<file path="src/design/bmf_pkg.sv">
`timescale 1ns / 1ps
// ----------------------------------------------------------------------------
// bmf_pkg: shared types and constants of the box mean filter
// Pixel and result word formats, register map, lane/merge control records.
// ----------------------------------------------------------------------------
package bmf_pkg;

	localparam int MAX_WIDTH_DEF  = 1024;
	localparam int MAX_WINDOW_DEF = 21;
	localparam int HEIGHT_LIMIT   = 1024;
	localparam int ROW_W          = 10;
	localparam int RESULT_LIMIT   = 11;
	localparam int PIX_W          = 24;
	localparam int ADDR_W         = 4;

	localparam logic [10:0] WIDTH_RST  = 11'd640;
	localparam logic [10:0] HEIGHT_RST = 11'd480;
	localparam logic [4:0]  WINDOW_RST = 5'd9;

	typedef enum logic [1:0] {
		REG_FRAME_WIDTH  = 2'd0,
		REG_FRAME_HEIGHT = 2'd1,
		REG_WINDOW_SIZE  = 2'd2
	} reg_idx_t;

	typedef struct packed {
		logic       action;
		logic [7:0] blue_in;
		logic [7:0] green_in;
		logic [7:0] red_in;
	} pix_t;

	typedef struct packed {
		logic [7:0] mean_blue;
		logic [7:0] mean_green;
		logic [7:0] mean_red;
		logic       last_of_run;
		logic       end_of_frame;
	} res_t;

	typedef struct packed {
		logic issue;
		logic clear;
		logic div_start;
	} merge_ctl_t;

	typedef struct packed {
		logic busy;
		logic div_busy;
	} merge_sts_t;

endpackage

</file>
<file path="src/design/bmf_merge.sv">
`timescale 1ns / 1ps
// ----------------------------------------------------------------------------
// bmf_merge: lane merge, window accumulator and mean divider
// Adds the lane products, accumulates columns, divides by the window area.
// ----------------------------------------------------------------------------
module bmf_merge #(
	parameter int NL    = bmf_pkg::MAX_WINDOW_DEF,
	parameter int PRW   = 13,
	parameter int SUM_W = 17,
	parameter int AW    = 9
) (
	input  logic                        clk,
	input  logic                        arst_n,
	input  bmf_pkg::merge_ctl_t         ctl,
	input  logic [NL-1:0][2:0][PRW-1:0] prod,
	input  logic [AW-1:0]               area,
	output bmf_pkg::merge_sts_t         sts,
	output logic [2:0][7:0]             mean
);
	import bmf_pkg::*;

	localparam int XW = (SUM_W > AW + 8) ? SUM_W : AW + 8;

	logic v_s1, v_s2, v_s3;
	logic [2:0][SUM_W-1:0] sum_c;
	logic [2:0][SUM_W-1:0] sum_s3;
	logic [2:0][SUM_W-1:0] acc_q;
	logic [2:0][XW-1:0] rem_q;
	logic [XW-1:0] dsh_q;
	logic [3:0] cnt_q;
	logic div_busy_q;
	logic [2:0][7:0] quo_q;

	always_comb begin
		sum_c = '0;
		for (int l = 0; l < NL; l++) begin
			for (int ch = 0; ch < 3; ch++) begin
				sum_c[ch] = sum_c[ch] + SUM_W'(prod[l][ch]);
			end
		end
	end

	always_ff @(posedge clk or negedge arst_n) begin
		if (!arst_n) begin
			v_s1       <= 1'b0;
			v_s2       <= 1'b0;
			v_s3       <= 1'b0;
			div_busy_q <= 1'b0;
			cnt_q      <= '0;
		end else begin
			v_s1 <= ctl.issue;
			v_s2 <= v_s1;
			v_s3 <= v_s2;
			if (ctl.div_start) begin
				div_busy_q <= 1'b1;
				cnt_q      <= 4'd8;
			end else if (div_busy_q) begin
				cnt_q      <= cnt_q - 4'd1;
				div_busy_q <= (cnt_q != 4'd1);
			end
		end
	end

	always_ff @(posedge clk) begin
		sum_s3 <= sum_c;
		if (ctl.clear) begin
			acc_q <= '0;
		end else if (v_s3) begin
			for (int ch = 0; ch < 3; ch++) begin
				acc_q[ch] <= acc_q[ch] + sum_s3[ch];
			end
		end
		// restoring division, one quotient bit a cycle; the mean fits a byte
		if (ctl.div_start) begin
			for (int ch = 0; ch < 3; ch++) begin
				rem_q[ch] <= XW'(acc_q[ch]);
			end
			dsh_q <= XW'(area) << 7;
			quo_q <= '0;
		end else if (div_busy_q) begin
			for (int ch = 0; ch < 3; ch++) begin
				if (rem_q[ch] >= dsh_q) begin
					rem_q[ch] <= rem_q[ch] - dsh_q;
					quo_q[ch] <= {quo_q[ch][6:0], 1'b1};
				end else begin
					quo_q[ch] <= {quo_q[ch][6:0], 1'b0};
				end
			end
			dsh_q <= dsh_q >> 1;
		end
	end

	assign sts.busy     = v_s1 | v_s2 | v_s3;
	assign sts.div_busy = div_busy_q;
	assign mean         = quo_q;

endmodule

</file>
<file path="config.mk">
export PLATFORM = sky130hd
export DESIGN_NAME = bmf_merge
export DESIGN_NICKNAME = d
export VERILOG_FILES = /design/src/design/bmf_pkg.sv /design/src/design/bmf_merge.sv
export SDC_FILE = /design/constraint.sdc
export NUM_CORES = 2
export LEC_CHECK = 0
export ABC_CLOCK_PERIOD_IN_PS = 10400
export BUFFER_PORTS_ARGS = -buffer_cell sky130_fd_sc_hd__buf_2
export CAP_MARGIN = 0
export CELL_PAD_IN_SITES_DETAIL_PLACEMENT = 0
export CELL_PAD_IN_SITES_GLOBAL_PLACEMENT = 1
export CORE_AREA = 2 2 331 333
export DETAILED_ROUTE_END_ITERATION = 8
export DIE_AREA = 0 0 333 335
export GPL_TIMING_DRIVEN = 0
export PLACE_DENSITY_LB_ADDON = 0.1
export SLEW_MARGIN = 25
export SYNTH_ARGS = -nofsm -noshare
export SYNTH_HDL_FRONTEND = slang
export SYNTH_SLANG_ARGS = --single-unit
export TNS_END_PERCENT = 20
</file>
<file path="constraint.sdc">
create_clock -name clk -period 10.4 [get_ports clk]
set_input_delay 2.08 -clock clk [delete_from_list [all_inputs] [get_ports clk]]
set_output_delay 2.08 -clock clk [all_outputs]
set_load 0.1 [all_outputs]
</file>
==> out/summary.json <==
{
  "cts_num_sinks": {"value": 201},
  "fillCellCount": {"value": 11387},
  "drt_iter0_markers": {"value": 811},
  "synth_common_cells": {"value": "inv_1, fa_1, ha_1"},
  "cts.repair.resized": {"value": 0},
  "max_freq": {"value": 128, "unit": "MHz"},
  "cp-start-kind": {"value": "input port"},
  "gpl.final_weighted_congestion": {"value": 0.886},
  "outcome": {"value": "finished clean"},
  "placement.io_buffers": {"value": 856},
  "hpwlAfterDp": {"value": 103000, "unit": "um"},
  "tightestPinTransition": {"value": 1.12, "unit": "ns"},
  "crit_buf_inv": {"value": 6},
  "boundaryPins": {"value": 859},
  "worst-endpoint-required": {"value": 10.85, "unit": "ns"},
  "clock_insertion_delay_worst_skew": {"value": 0.56, "unit": "ns"},
  "floorplan.core_area": {"value": 0.108, "unit": "sq mm"},
  "max_cap_violations": {"value": 0},
  "cts_tree": {"value": "yes"},
  "number_of_antenna_violating_nets_in_the_routed_design": {"value": 0},
  "cell_with_the_most_instances_after_synthesis": {"value": "inv_1"},
  "initial_util": {"value": 29.6, "unit": "%"},
  "yosysTopAreaCellShare": {"value": 45.8, "unit": "%"},
  "cp_max_fo": {"value": 3},
  "syn_to_final_growth": {"value": 21.7, "unit": "%"},
  "path_class": {"value": "input port to register"},
  "drt_drc_violations_left": {"value": 0},
  "critical-path-max-stage-delay": {"value": 0.54, "unit": "ns"},
  "crit_arrival": {"value": 8.29, "unit": "ns"},
  "overflow": {"value": 0},
  "die_y": {"value": 335, "unit": "um"},
  "first_pass_grt_wire_length": {"value": 167000, "unit": "um"},
  "timing.critical_path.to_type": {"value": "register"},
  "floorplan_die_area": {"value": 0.112, "unit": "sq mm"},
  "post_cts.repair.setup_buffers": {"value": 0},
  "wire_per_inst": {"value": 20.1, "unit": "um"},
  "critPathMostFrequentCell": {"value": "fa_1"},
  "postRouteWirelength": {"value": 111000, "unit": "um"},
  "ys_ff_latch": {"value": 201},
  "synth-async-reset-ratio": {"value": 3.98, "unit": "%"},
  "cts_htree_levels": {"value": 1},
  "grt_setup_unrepaired": {"value": "false"},
  "grtUsageTotal": {"value": 20.2, "unit": "%"},
  "setup_viol": {"value": 0},
  "first_global_vias": {"value": 27078},
  "time_the_final_worst_path_needs_with_i_o_delays_and_setup": {"value": 7.84, "unit": "ns"},
  "slowest_stage": {"value": "fa_1"},
  "gate_count_of_the_mapped_netlist": {"value": 3210},
  "synth.top_cells.by_area": {"value": "fa_1, inv_1, dfxtp_1, ha_1, edfxtp_1"},
  "cts.path.max_buffers": {"value": 3},
  "area_used_by_multi_input_combinational_logic": {"value": 0.0232, "unit": "sq mm"},
  "sequential_share_of_the_synthesized_area": {"value": 14.6, "unit": "%"},
  "slew_viol_final": {"value": 0},
  "pin_count_of_the_biggest_net_entering_global_routing": {"value": 18},
  "crit_chain": {"value": "buf_2 > fa_1 > inv_1 > fa_1 > fa_1 > inv_1 > fa_1 > fa_1 > inv_1 > fa_1 > inv_1 > fa_1 > ha_1 > inv_1 > fa_1 > nor2b_1 > o21ai_0 > a21oi_1 > o22ai_1 > o21ai_0 > o22ai_1 > xnor2_1"},
  "dr_total_vias": {"value": 23783},
  "cts_hold_repair.buffers": {"value": 0},
  "min-delay-path-class": {"value": "register to register"},
  "route.detailed.vias_per_inst": {"value": 4.29},
  "core.rowCount": {"value": 121},
  "synth_area_leader_cell": {"value": "fa_1"},
  "cts.root.buffer_cell": {"value": "clkbuf_16"},
  "seqCellArea": {"value": 0.00466, "unit": "sq mm"},
  "final_cell_count_no_fill": {"value": 5543},
  "cell_variety_after_synth": {"value": 76},
  "post-route-period-util": {"value": 75.4, "unit": "%"},
  "yosys_warnings": {"value": 0},
  "synth.avg_cell_area": {"value": 9.96, "unit": "sq um"},
  "slew-limit-headroom": {"value": 25.6, "unit": "%"},
  "cts.reportedPaths.clkPinSlew": {"value": 0.05, "unit": "ns"},
  "synth_nets": {"value": 4966},
  "nets": {"value": 5851},
  "synth-edff-count": {"value": 60},
  "final.setup.tns": {"value": 0, "unit": "ns"},
  "final_layout_size_suffix_gt1_share": {"value": 22.4, "unit": "%"},
  "dpl.cell_count": {"value": 5480},
  "grt_antenna_before_repair": {"value": 50},
  "report.final.hold_viol_count": {"value": 0},
  "detail_route.first_pass.iterations": {"value": 5},
  "cts_made_buffers": {"value": 27},
  "synthFlopType": {"value": "dfxtp_1"},
  "synth.cell_area": {"value": 0.0320, "unit": "sq mm"},
  "worst_path_dominant_cell_family": {"value": "adder cells"},
  "clock-skew-final": {"value": 0.00938, "unit": "ns"},
  "die_x": {"value": 333, "unit": "um"}
}
## kinds of logic after synthesis
family,share of synthesized area [%]
AO/OA/AOI/OAI,8.07
XOR/XNOR,2.93
adder cells (fa/ha/maj),53.3
buffers and inverters,13.0
flip-flops,14.6
multiplexers,1.68
AND/OR/NAND/NOR,6.40
## area by class of cell
cell class              instances  share of cell area (%)
well taps                    1414                    4.55
repair buffers                856                    11.0
plain buffers                  40                   0.463
clock buffers                  43                    2.07
clock inverters                 7                  0.0933
flip-flops and latches        201                    12.0
inverters                    1060                    10.2
diodes                         13                  0.0836
multi-input cells            1909                    59.5
## stage by stage
step | cell area (sq um) | worst slack [ns] | utilization (%) | hold WS, ns
after floorplan | 32000 | 2.74 | - | 0.346
after global placement | 38000 | 1.89 | 35.2 | 0.359
after detailed placement | 38000 | 1.88 | 35.2 | 0.365
after CTS | 38900 | 2.43 | 36.0 | 0.378
after global routing | 38900 | 2.09 | 36.0 | 0.380
final | 38900 | 2.56 | 36.0 | 0.373
## layout by cell type (no fill, tap or decap), types with 10 or more instances in the layout
cell,netlist,routed
o21bai_1,12,12
xnor2_1,71,71
nor3_1,19,19
nand2_1,104,104
nor2b_1,25,25
nand4_1,14,14
o21a_1,26,26
mux2i_1,51,51
clkbuf_16,0,27
buf_2,0,856
nand3_1,26,26
clkbuf_1,33,42
o31ai_1,15,15
nand2b_1,32,32
a21oi_1,102,102
xor2_1,36,36
inv_1,1058,1058
o211ai_1,10,10
fa_1,732,732
and3_1,14,14
o21ai_0,106,105
a211oi_1,25,25
nor3b_1,12,12
dfxtp_1,133,133
a21o_1,36,36
diode_2,0,13
edfxtp_1,60,60
nor2_1,133,133
ha_1,191,191
## flip-flops by register name (all words and copies together) (netlist names)
name,count
dsh_q,16
acc_q,51
sum_s3,51
v_s3,1
v_s2,1
v_s1,1
mean,24
cnt_q,4
div_busy_q,1
rem_q,51
## worst paths after layout
check / start / to / slack [ns] / depth (start not counted)
worst max register to register: dsh_q[1] / rem_q[17] / 6.69 / 9
min in group asynchronous: arst_n / cnt_q[1] / 1.40 / 1
worst min register to register: v_s2 / v_s3 / 0.37 / 0
worst max-delay path: prod[483] / sum_s3[33] / 2.56 / 22
worst min-delay path: v_s2 / v_s3 / 0.37 / 0
max in group asynchronous: arst_n / v_s1 / 8.78 / 1
## metal layers
| metal | wire, um | GRT usage [%] | vias to the layer above | share of wire [%] |
|---|---|---|---|---|
| li1 | - | - | 11400 | - |
| met1 | 47100 | 25.1 | 11604 | 42 |
| met2 | 56200 | 36.9 | 596 | 51 |
| met3 | 5960 | 4.11 | 139 | 5.4 |
| met4 | 1710 | 2.79 | 44 | 1.5 |
| met5 | 290 | 0 | - | 0.26 |
Power is not shown: default switching activity piles up to over one toggle a cycle in this logic, so the estimate is an artifact.
